**src/sv/svc_pkg.sv**
```systemverilog
// Shared types, register indexes and constants of the speed volume controller.
`timescale 1ns / 1ps
package svc_pkg;

    localparam int CFG_IDX_W  = 3;
    localparam int CFG_DATA_W = 16;

    typedef logic [CFG_IDX_W-1:0] cfg_idx_t;

    localparam cfg_idx_t REG_BOOST_ENABLE   = 3'd0;
    localparam cfg_idx_t REG_HIGH_SPEED_MPH = 3'd1;
    localparam cfg_idx_t REG_BOOST_STEP     = 3'd2;
    localparam cfg_idx_t REG_QUIET_ENABLE   = 3'd3;
    localparam cfg_idx_t REG_LOW_SPEED_MPH  = 3'd4;
    localparam cfg_idx_t REG_QUIET_LEVEL    = 3'd5;
    localparam cfg_idx_t REG_CHECK_INTERVAL = 3'd6;

    localparam logic [7:0]  RST_HIGH_SPEED_MPH = 8'd45;
    localparam logic [3:0]  RST_BOOST_STEP     = 4'd1;
    localparam logic [7:0]  RST_LOW_SPEED_MPH  = 8'd5;
    localparam logic [3:0]  RST_QUIET_LEVEL    = 4'd0;
    localparam logic [15:0] RST_CHECK_INTERVAL = 16'd500;

    // Highest volume a boost may reach.
    localparam logic [3:0] BOOST_CEILING = 4'd9;

    typedef enum logic [1:0] {
        ACT_NONE    = 2'd0,
        ACT_BOOST   = 2'd1,
        ACT_QUIET   = 2'd2,
        ACT_RESTORE = 2'd3
    } act_t;

    typedef struct packed {
        logic        boost_enable;
        logic [7:0]  high_speed_mph;
        logic [3:0]  boost_step;
        logic        quiet_enable;
        logic [7:0]  low_speed_mph;
        logic [3:0]  quiet_level;
        logic [15:0] eval_period_ms;
    } cfg_t;

    typedef struct packed {
        logic        link_up;
        logic        fade_owns;
        logic        proxy_active;
        logic [3:0]  volume_now;
        logic [3:0]  mute_now;
        logic [11:0] speed_q4;
        logic        speed_ok;
        logic [31:0] time_ms;
    } tick_t;

    typedef struct packed {
        act_t       action;
        logic [3:0] set_volume;
        logic [3:0] set_mute;
    } result_t;

    typedef struct packed {
        logic        boosting;
        logic        quieting;
        logic [3:0]  saved_boost_volume;
        logic [3:0]  saved_quiet_volume;
        logic [31:0] last_check_time;
    } state_t;

endpackage

```
**src/sv/svc_if.sv**
```systemverilog
// Request channels of the speed volume controller: evaluation ticks in, actions out.
`timescale 1ns / 1ps
interface svc_tick_if;
    logic        valid;
    logic        ready;
    logic        link_up;
    logic        fade_owns;
    logic        proxy_active;
    logic [3:0]  volume_now;
    logic [3:0]  mute_now;
    logic [11:0] speed_q4;
    logic        speed_ok;
    logic [31:0] time_ms;

    modport source (
        output valid, link_up, fade_owns, proxy_active, volume_now, mute_now,
               speed_q4, speed_ok, time_ms,
        input  ready
    );
    modport sink (
        input  valid, link_up, fade_owns, proxy_active, volume_now, mute_now,
               speed_q4, speed_ok, time_ms,
        output ready
    );
endinterface

interface svc_act_if;
    logic       valid;
    logic       ready;
    logic [1:0] action;
    logic [3:0] set_volume;
    logic [3:0] set_mute;

    modport source (
        output valid, action, set_volume, set_mute,
        input  ready
    );
    modport sink (
        input  valid, action, set_volume, set_mute,
        output ready
    );
endinterface

```
**src/sv/svc_cfg_regs.sv**
```systemverilog
// Configuration register file of the speed volume controller.
`timescale 1ns / 1ps
module svc_cfg_regs
    import svc_pkg::*;
(
    input  logic                  clk,
    input  logic                  rst_n,
    input  logic                  cfg_wen,
    input  cfg_idx_t              cfg_idx,
    input  logic [CFG_DATA_W-1:0] cfg_data,
    output cfg_t                  cfg
);

    cfg_t cfg_reg;

    always_ff @(posedge clk or negedge rst_n)
    begin
        if (!rst_n)
        begin
            cfg_reg.boost_enable   <= 1'b0;
            cfg_reg.high_speed_mph <= RST_HIGH_SPEED_MPH;
            cfg_reg.boost_step     <= RST_BOOST_STEP;
            cfg_reg.quiet_enable   <= 1'b0;
            cfg_reg.low_speed_mph  <= RST_LOW_SPEED_MPH;
            cfg_reg.quiet_level    <= RST_QUIET_LEVEL;
            cfg_reg.eval_period_ms <= RST_CHECK_INTERVAL;
        end
        else if (cfg_wen)
        begin
            unique case (cfg_idx)
                REG_BOOST_ENABLE:   cfg_reg.boost_enable   <= cfg_data[0];
                REG_HIGH_SPEED_MPH: cfg_reg.high_speed_mph <= cfg_data[7:0];
                REG_BOOST_STEP:     cfg_reg.boost_step     <= cfg_data[3:0];
                REG_QUIET_ENABLE:   cfg_reg.quiet_enable   <= cfg_data[0];
                REG_LOW_SPEED_MPH:  cfg_reg.low_speed_mph  <= cfg_data[7:0];
                REG_QUIET_LEVEL:    cfg_reg.quiet_level    <= cfg_data[3:0];
                REG_CHECK_INTERVAL: cfg_reg.eval_period_ms <= cfg_data[15:0];
                default:            ;
            endcase
        end
    end

    assign cfg = cfg_reg;

endmodule

```
**src/sv/svc_eval.sv**
```systemverilog
// Decision logic for one evaluation tick: the action to give and the next controller state.
`timescale 1ns / 1ps
module svc_eval
    import svc_pkg::*;
(
    input  cfg_t    cfg,
    input  state_t  state,
    input  tick_t   tick,
    output result_t result,
    output state_t  state_next
);

    logic [31:0] elapsed;
    logic        want_quiet;
    logic        want_boost;
    logic [4:0]  boost_sum;
    logic [3:0]  boost_target;

    assign elapsed    = tick.time_ms - state.last_check_time;
    assign want_quiet = cfg.quiet_enable && tick.speed_ok &&
                        (tick.speed_q4 < {cfg.low_speed_mph, 4'b0000});
    assign want_boost = tick.speed_q4 >= {cfg.high_speed_mph, 4'b0000};
    assign boost_sum  = {1'b0, tick.volume_now} + {1'b0, cfg.boost_step};
    assign boost_target = (boost_sum > {1'b0, BOOST_CEILING}) ? BOOST_CEILING
                                                              : boost_sum[3:0];

    always_comb
    begin
        result.action     = ACT_NONE;
        result.set_volume = 4'd0;
        result.set_mute   = tick.mute_now;
        state_next        = state;

        if (tick.proxy_active || !cfg.boost_enable || !tick.link_up || tick.fade_owns)
        begin
            // A fade owner keeps control of the volume, unless a proxy is attached too.
            if (tick.proxy_active || !tick.fade_owns)
            begin
                if (state.boosting && tick.volume_now != state.saved_boost_volume)
                begin
                    result.action     = ACT_RESTORE;
                    result.set_volume = state.saved_boost_volume;
                end
                // The quiet restore takes precedence over the boost restore.
                if (state.quieting && tick.volume_now != state.saved_quiet_volume)
                begin
                    result.action     = ACT_RESTORE;
                    result.set_volume = state.saved_quiet_volume;
                end
            end
            state_next = '0;
        end
        else if (elapsed >= {16'd0, cfg.eval_period_ms})
        begin
            state_next.last_check_time = tick.time_ms;
            priority if (want_quiet && !state.quieting)
            begin
                state_next.saved_quiet_volume = tick.volume_now;
                state_next.quieting           = 1'b1;
                if (tick.volume_now != cfg.quiet_level)
                begin
                    result.action     = ACT_QUIET;
                    result.set_volume = cfg.quiet_level;
                end
            end
            else if (!want_quiet && state.quieting)
            begin
                if (tick.volume_now != state.saved_quiet_volume)
                begin
                    result.action     = ACT_RESTORE;
                    result.set_volume = state.saved_quiet_volume;
                end
                state_next.quieting           = 1'b0;
                state_next.saved_quiet_volume = 4'd0;
            end
            else if (want_boost && !state.boosting)
            begin
                // No boost starts when the ceiling leaves no headroom.
                if (boost_target > tick.volume_now)
                begin
                    state_next.saved_boost_volume = tick.volume_now;
                    state_next.boosting           = 1'b1;
                    result.action                 = ACT_BOOST;
                    result.set_volume             = boost_target;
                end
            end
            else if (!want_boost && state.boosting)
            begin
                if (tick.volume_now != state.saved_boost_volume)
                begin
                    result.action     = ACT_RESTORE;
                    result.set_volume = state.saved_boost_volume;
                end
                // Ending a boost drops everything, the check time included.
                state_next = '0;
            end
            else
            begin
                // The speed condition is unchanged; only the check time moves.
            end
        end
    end

endmodule

```
**src/sv/speed_volume_controller.sv**
```systemverilog
// Top level of the speed volume controller: tick register, decision logic, action register.
`timescale 1ns / 1ps
// Usage
// The block raises the main volume at high speed and lowers it at low speed, and
// restores the saved volume once the condition ends or the feature loses control.
// Each evaluation tick arrives as a request on the tick channel (valid/ready) and
// produces exactly one request on the result channel: an action code, a volume to
// apply and the mute volume passed through from the tick.
// Configuration is a plain write port (cfg_wen, cfg_idx, cfg_data) and must only
// be written while no tick is in flight; indexes beyond the register list are ignored.
// Path: a taken tick is held in the tick register, evaluated from there by the decision
// logic and presented from the action register.
// Throughput: one tick per cycle while the receiver keeps up. The controller state
// (flags, saved volumes, last check time) is updated in the same cycle that writes the
// action register, so the next tick always sees the state left by the one before it.
// When the receiver stalls, the action register holds its request and the tick
// register can still take one more tick; ready drops only when both are full.
// Reset (rst_n, asynchronous, active low) empties both registers, clears the state
// and returns every configuration register to its default.
module speed_volume_controller
    import svc_pkg::*;
(
    input  logic                  clk,
    input  logic                  rst_n,
    svc_tick_if.sink              tick,
    svc_act_if.source             result,
    input  logic                  cfg_wen,
    input  cfg_idx_t              cfg_idx,
    input  logic [CFG_DATA_W-1:0] cfg_data
);

    cfg_t    cfg;
    state_t  state_reg;
    state_t  state_next;
    tick_t   tick_reg;
    logic    tick_valid_reg;
    result_t res_next;
    result_t res_reg;
    logic    res_valid_reg;
    logic    advance;
    logic    take;

    svc_cfg_regs u_cfg (
        .clk      (clk),
        .rst_n    (rst_n),
        .cfg_wen  (cfg_wen),
        .cfg_idx  (cfg_idx),
        .cfg_data (cfg_data),
        .cfg      (cfg)
    );

    svc_eval u_eval (
        .cfg        (cfg),
        .state      (state_reg),
        .tick       (tick_reg),
        .result     (res_next),
        .state_next (state_next)
    );

    // The action register can load whenever it is empty or being drained.
    assign advance    = !res_valid_reg || result.ready;
    assign take       = tick_valid_reg && advance;
    assign tick.ready = !tick_valid_reg || advance;

    always_ff @(posedge clk or negedge rst_n)
    begin
        if (!rst_n)
        begin
            tick_valid_reg <= 1'b0;
            res_valid_reg  <= 1'b0;
            state_reg      <= '0;
        end
        else
        begin
            if (tick.ready)
            begin
                tick_valid_reg <= tick.valid;
            end
            if (advance)
            begin
                res_valid_reg <= tick_valid_reg;
            end
            if (take)
            begin
                state_reg <= state_next;
            end
        end
    end

    // Payload registers carry no reset; their valid flags qualify them.
    always_ff @(posedge clk)
    begin
        if (tick.ready && tick.valid)
        begin
            tick_reg.link_up      <= tick.link_up;
            tick_reg.fade_owns    <= tick.fade_owns;
            tick_reg.proxy_active <= tick.proxy_active;
            tick_reg.volume_now   <= tick.volume_now;
            tick_reg.mute_now     <= tick.mute_now;
            tick_reg.speed_q4     <= tick.speed_q4;
            tick_reg.speed_ok     <= tick.speed_ok;
            tick_reg.time_ms      <= tick.time_ms;
        end
        if (take)
        begin
            res_reg <= res_next;
        end
    end

    assign result.valid      = res_valid_reg;
    assign result.action     = res_reg.action;
    assign result.set_volume = res_reg.set_volume;
    assign result.set_mute   = res_reg.set_mute;

    // A saved boost volume always had headroom below the ceiling.
    a_boost_saved_below_ceiling: assert property (@(posedge clk) disable iff (!rst_n)
        state_reg.boosting |-> state_reg.saved_boost_volume < BOOST_CEILING)
        else $error("saved boost volume at or above the ceiling");

    // Saved volumes are cleared whenever their flag is down.
    a_saved_cleared: assert property (@(posedge clk) disable iff (!rst_n)
        (!state_reg.boosting |-> state_reg.saved_boost_volume == 4'd0) and
        (!state_reg.quieting |-> state_reg.saved_quiet_volume == 4'd0))
        else $error("saved volume kept without its flag");

    // The controller state moves only when a tick is evaluated.
    a_state_only_on_take: assert property (@(posedge clk) disable iff (!rst_n)
        !take |=> $stable(state_reg))
        else $error("controller state changed without a tick");

    // A boost request carries a volume between one and the ceiling.
    a_boost_volume_range: assert property (@(posedge clk) disable iff (!rst_n)
        (res_valid_reg && res_reg.action == ACT_BOOST) |->
        (res_reg.set_volume != 4'd0 && res_reg.set_volume <= BOOST_CEILING))
        else $error("boost volume out of range");

    // A request without an action carries volume zero.
    a_none_zero_volume: assert property (@(posedge clk) disable iff (!rst_n)
        (res_valid_reg && res_reg.action == ACT_NONE) |-> res_reg.set_volume == 4'd0)
        else $error("nonzero volume with no action");

endmodule
```
**src/flat_wrapper.sv**
```systemverilog
// flat-port wrapper written by rule: the top's interface ports become plain ports
module speed_volume_controller_flat import svc_pkg::*;
  (clk, rst_n, cfg_wen, cfg_idx, cfg_data, tick_valid, tick_link_up, tick_fade_owns, tick_proxy_active, tick_volume_now, tick_mute_now, tick_speed_q4, tick_speed_ok, tick_time_ms, tick_ready, result_valid, result_action, result_set_volume, result_set_mute, result_ready);
  svc_tick_if tick_i ();
  svc_act_if result_i ();
  input  logic clk;
  input  logic rst_n;
  input  logic cfg_wen;
  input  cfg_idx_t cfg_idx;
  input  logic [CFG_DATA_W-1:0] cfg_data;
  input wire logic [$bits(tick_i.valid)-1:0] tick_valid;
  input wire logic [$bits(tick_i.link_up)-1:0] tick_link_up;
  input wire logic [$bits(tick_i.fade_owns)-1:0] tick_fade_owns;
  input wire logic [$bits(tick_i.proxy_active)-1:0] tick_proxy_active;
  input wire logic [$bits(tick_i.volume_now)-1:0] tick_volume_now;
  input wire logic [$bits(tick_i.mute_now)-1:0] tick_mute_now;
  input wire logic [$bits(tick_i.speed_q4)-1:0] tick_speed_q4;
  input wire logic [$bits(tick_i.speed_ok)-1:0] tick_speed_ok;
  input wire logic [$bits(tick_i.time_ms)-1:0] tick_time_ms;
  output wire logic [$bits(tick_i.ready)-1:0] tick_ready;
  output wire logic [$bits(result_i.valid)-1:0] result_valid;
  output wire logic [$bits(result_i.action)-1:0] result_action;
  output wire logic [$bits(result_i.set_volume)-1:0] result_set_volume;
  output wire logic [$bits(result_i.set_mute)-1:0] result_set_mute;
  input wire logic [$bits(result_i.ready)-1:0] result_ready;
  assign tick_i.valid = tick_valid;
  assign tick_i.link_up = tick_link_up;
  assign tick_i.fade_owns = tick_fade_owns;
  assign tick_i.proxy_active = tick_proxy_active;
  assign tick_i.volume_now = tick_volume_now;
  assign tick_i.mute_now = tick_mute_now;
  assign tick_i.speed_q4 = tick_speed_q4;
  assign tick_i.speed_ok = tick_speed_ok;
  assign tick_i.time_ms = tick_time_ms;
  assign tick_ready = tick_i.ready;
  assign result_valid = result_i.valid;
  assign result_action = result_i.action;
  assign result_set_volume = result_i.set_volume;
  assign result_set_mute = result_i.set_mute;
  assign result_i.ready = result_ready;
  speed_volume_controller u_core (.clk(clk), .rst_n(rst_n), .tick(tick_i), .result(result_i), .cfg_wen(cfg_wen), .cfg_idx(cfg_idx), .cfg_data(cfg_data));
endmodule
```
**config.mk**
```make
export PLATFORM = sky130hd
export DESIGN_NAME = speed_volume_controller_flat
export DESIGN_NICKNAME = d
export VERILOG_FILES = /design/src/sv/svc_pkg.sv /design/src/sv/svc_if.sv /design/src/sv/svc_cfg_regs.sv /design/src/sv/svc_eval.sv /design/src/sv/speed_volume_controller.sv /design/src/flat_wrapper.sv
export SDC_FILE = /design/constraint.sdc
export NUM_CORES = 1
export LEC_CHECK = 0
export ABC_AREA = 1
export BUFFER_PORTS_ARGS = -buffer_cell sky130_fd_sc_hd__buf_2
export CAP_MARGIN = 25
export CORE_ASPECT_RATIO = 1.25
export CORE_MARGIN = 2
export CORE_UTILIZATION = 45
export CTS_BUF_LIST = sky130_fd_sc_hd__clkbuf_4
export CTS_CLUSTER_SIZE = 25
export DETAILED_ROUTE_END_ITERATION = 6
export PLACE_DENSITY = 0.71
export SETUP_SLACK_MARGIN = 0.02
export SYNTH_ARGS = -nofsm -noshare
export SYNTH_HDL_FRONTEND = slang
export SYNTH_SLANG_ARGS = --single-unit
export TNS_END_PERCENT = 20
```
**constraint.sdc**
```tcl
create_clock -name clk -period 3.3 [get_ports clk]
set_input_delay 0.495 -clock clk [delete_from_list [all_inputs] [get_ports clk]]
set_output_delay 0.495 -clock clk [all_outputs]
set_load 0.05 [all_outputs]
```
==> metrics.txt <==
status finished with violations; failing checks setup timing; vias in the first global route 8384; nets 1590; Final Hold Fails 0; RD Place Congestion a little under 1; Die W 136 um; CTS sink cnt 152; Least-Margin Pin Slew ~910 ps; clk buf depth 2; routed wire length about 25000 um; post-synthesis cell area 9850 sq um; Startpoint Class flip-flop; final-report max-slew violation count 0; Placement Setup Slack -165 ps; Placement Cell Area ~11000 sq um; Seq pwr share 41.6%; adder-cell share of the synthesized area a little under a tenth; P_sw 2.08 mW; Design Power 5.58 mW; DP Wirelength 19200 um; hold crit path type primary input to flip-flop; Post-Synth Simple-Gate Area 26.7%; Starting Density 45.7%; largest family of logic cells by synthesized area simple AND/OR/NAND/NOR gates; power per standard cell area 470 nW/um^2; syn_area_per_cell 7.67 sq um; min-delay src tick_time_ms[3]; RSZ-0062 raised after global routing true; CTS tree built; port bufs 91; Iteration-0 DRC Markers approximately 630; post-synthesis xor/xnor area fraction 2.49%; TritonRoute pass-1 iters 5; GRT Util Overall 22.5%; Root Driver clkbuf_4; leading area contributor after synthesis edfxtp_1; Num CTS Buffers 17; fmax 0.299 GHz; P_int roughly 3.5 mW; post-synthesis mux area share 0%; CP endpoint kind flip-flop; P_leak 5.96 nW; max-cap viol count 0; library cells used by synthesis 39; syn nets ~1400; clock share of power between 20 and 25%; Tmin final roughly 3300 ps; sum of negative setup slack -385 ps; DRT antenna net count 0; Rows 60; CP required 3760 ps; Final Setup Violations 23; Final Cycle Share 101%; global route overflow 0; area grow syn2layout 20.5%; #FFs+latches synth ~150; largest net degree at the start of global routing 44; hold endpoint u_core.tick_reg[3]$_DFFE_PP_; fin worst setup slack -42.0 ps; Slew HR around 39%; initial antenna violation count 1; Sw Share 37.4%; Core Region 21500 sq um; Crit Path Category flip-flop to flip-flop; die area 23100 sq um; number of synthesis warnings 0; first-pass GRT wire length slightly above 40000 um; Ports 92; Vias 8810; design area 11900 sq um; Die Ht roughly 170 um; Post-Synthesis Cells 1284; # DRC 0; synth top area cells edfxtp_1 20%, dfrtp_1 19%, nand2_1 15%, ha_1 8.9%, inv_1 8.8%; Critical Path Fanout Max 5; Clock Skews between 30 and 40 ps; R2R depth 19; worst IR drop on VDD slightly below 0.0003 V; vias per std cell 5.09; R2R setup slack -40 ps; H-tree depth 4; Synth Area in Compound Gates 9.21%; logic gate share of total power 35.8%; hold depth 1; share of post-route cells with drive strength above 1 22.5%; Seq/Total Area, Yosys between 40% and 50%; max reg flops between 50 and 60; Clk Latency, worst-skew pair 580 ps; arrival time at the worst endpoint 3800 ps; FF-to-FF Start u_core.u_cfg.cfg[29]$_DFFE_PN1P_; FF-to-FF End u_core.state_reg[36]$_DFFE_PN0P_; drt wl/cell 14.6 um; Clock transition at path regs 160 ps; Synth top area share 20.1%
[synthesized netlist by cell type]
library cell and number:
a211oi_1 2, a21boi_0 1, a21oi_1 58, a31oi_1 1
a32oi_1 1, and2_1 2, and3_1 2, buf_2 1
buf_6 6, clkbuf_1 16, dfrtp_1 73, dfstp_2 13
edfxtp_1 66, fa_1 2, ha_1 70, inv_1 230
inv_2 1, nand2_1 405, nand2_2 2, nand2_8 1
nand3_1 83, nand3_4 1, nand3b_1 5, nand4_1 24
nor2_1 72, nor2_2 6, nor3_1 16, nor3_2 1
nor4_1 4, o2111ai_1 1, o211ai_1 4, o21a_1 2
o21ai_0 48, o21ai_1 2, o21ai_2 28, o21bai_1 4
or2_2 2, xnor2_1 8, xor2_1 20
[layer usage]
| layer | up-vias | global-route usage (%) | wire, um | share of wire (%) |
|---|---|---|---|---|
| met1 | 4102 | 28.2 | 10600 | 42 |
| met5 | - | 0 | 0 | 0 |
| li1 | 4413 | - | - | - |
| met3 | 54 | 3.14 | 1000 | 4.0 |
| met4 | 0 | 7.47 | 689 | 2.7 |
| met2 | 241 | 39.7 | 12900 | 51 |
[worst max-delay path by stage]
stage                                      from                                to  cells past startpoint
2_1_floorplan  u_core.u_cfg.cfg[29]$_DFFE_PN1P_  u_core.state_reg[36]$_DFFE_PN0P_                     19
3_3_place_gp      u_core.tick_reg[12]$_DFFE_PP_  u_core.state_reg[36]$_DFFE_PN0P_                     21
3_5_place_dp      u_core.tick_reg[12]$_DFFE_PP_  u_core.state_reg[26]$_DFFE_PN0P_                     21
4_1_cts        u_core.u_cfg.cfg[29]$_DFFE_PN1P_  u_core.state_reg[41]$_DFFE_PN0P_                     19
5_1_grt        u_core.u_cfg.cfg[29]$_DFFE_PN1P_  u_core.state_reg[36]$_DFFE_PN0P_                     19
6_report       u_core.u_cfg.cfg[29]$_DFFE_PN1P_  u_core.state_reg[36]$_DFFE_PN0P_                     19
[metrics by stage]
stage / hold slack, ps / std cells / util, %
6_report: 71.8 / 1731 / 55.1
4_1_cts: 37.6 / 1719 / 53.6
3_3_place_gp: 401 / 1679 / 50.8
2_1_floorplan: 199 / 1284 / -
5_1_grt: 22.5 / 1731 / 55.1
3_5_place_dp: 408 / 1679 / 50.8
[cell usage in the layout (no fill, tap or decap), types with 26 or more instances in the layout]
master	n
inv_1	222
nand3_1	80
edfxtp_1	66
nand2_2	26
buf_2	90
nor2_1	65
ha_1	54
dfrtp_1	73
o21ai_0	42
nand2_1	380
buf_4	59
o21ai_2	31
a21oi_1	49
[layout make-up]
cell class	count	area, sq um
fillers	1950	9670
inverters	231	867
clock inverters	15	179
multi-input cells	878	5150
flip-flops and latches	152	4150
repair buffers	158	1050
clock buffers	17	128
diodes	1	2.50
well taps	279	349
[cell families (layout without fill, tap and decap cells)]
logic type / after synthesis / in the layout
AOI/OAI and AO/OA: 152 / 152
xor gates and xnor gates: 28 / 28
adders and majority gates: 72 / 72
buffers and inverters: 254 / 421
DFF: 152 / 152
other: 0 / 1
and+or+nand+nor: 626 / 626
[worst max-delay path, stage by stage, from the launching register on]
cell	delay (ps)
dfstp_2	570
ha_4	130
inv_2	30
fa_2	530
inv_2	40
o21ai_1	110
nand2_1	110
or2_4	260
ha_4	260
nand2_1	40
inv_1	60
o21ai_1	60
a32oi_1	200
inv_1	120
nor2_2	140
nor3_2	60
nor2_2	200
nand3_4	130
nand2_2	120
nand2_1	50
[power groups by stage]
stage / clock [mW] / sequential, mW / combinational (mW)
5_1_grt: 1.36 / 2.34 / 2.24
6_report: 1.26 / 2.32 / 2.00
3_3_place_gp: 0 / 2.34 / 1.67
3_5_place_dp: 0 / 2.35 / 1.70
2_1_floorplan: 0 / 2.37 / 1.15
4_1_cts: 1.29 / 2.32 / 1.83
[repair_timing]
| item | 4_1_cts | 5_1_grt |
|---|---|---|
| cloned | 1 | 1 |
| pin swaps | 32 | 32 |
| setup buffers | 6 | 10 |
| resized for setup | 46 | 52 |
| hold endpoints to repair | 35 | 0 |
| hold buffers | 1 | 0 |
| endpoints found under the setup margin | 48 | 48 |
Power figures use the tool's default switching activity.
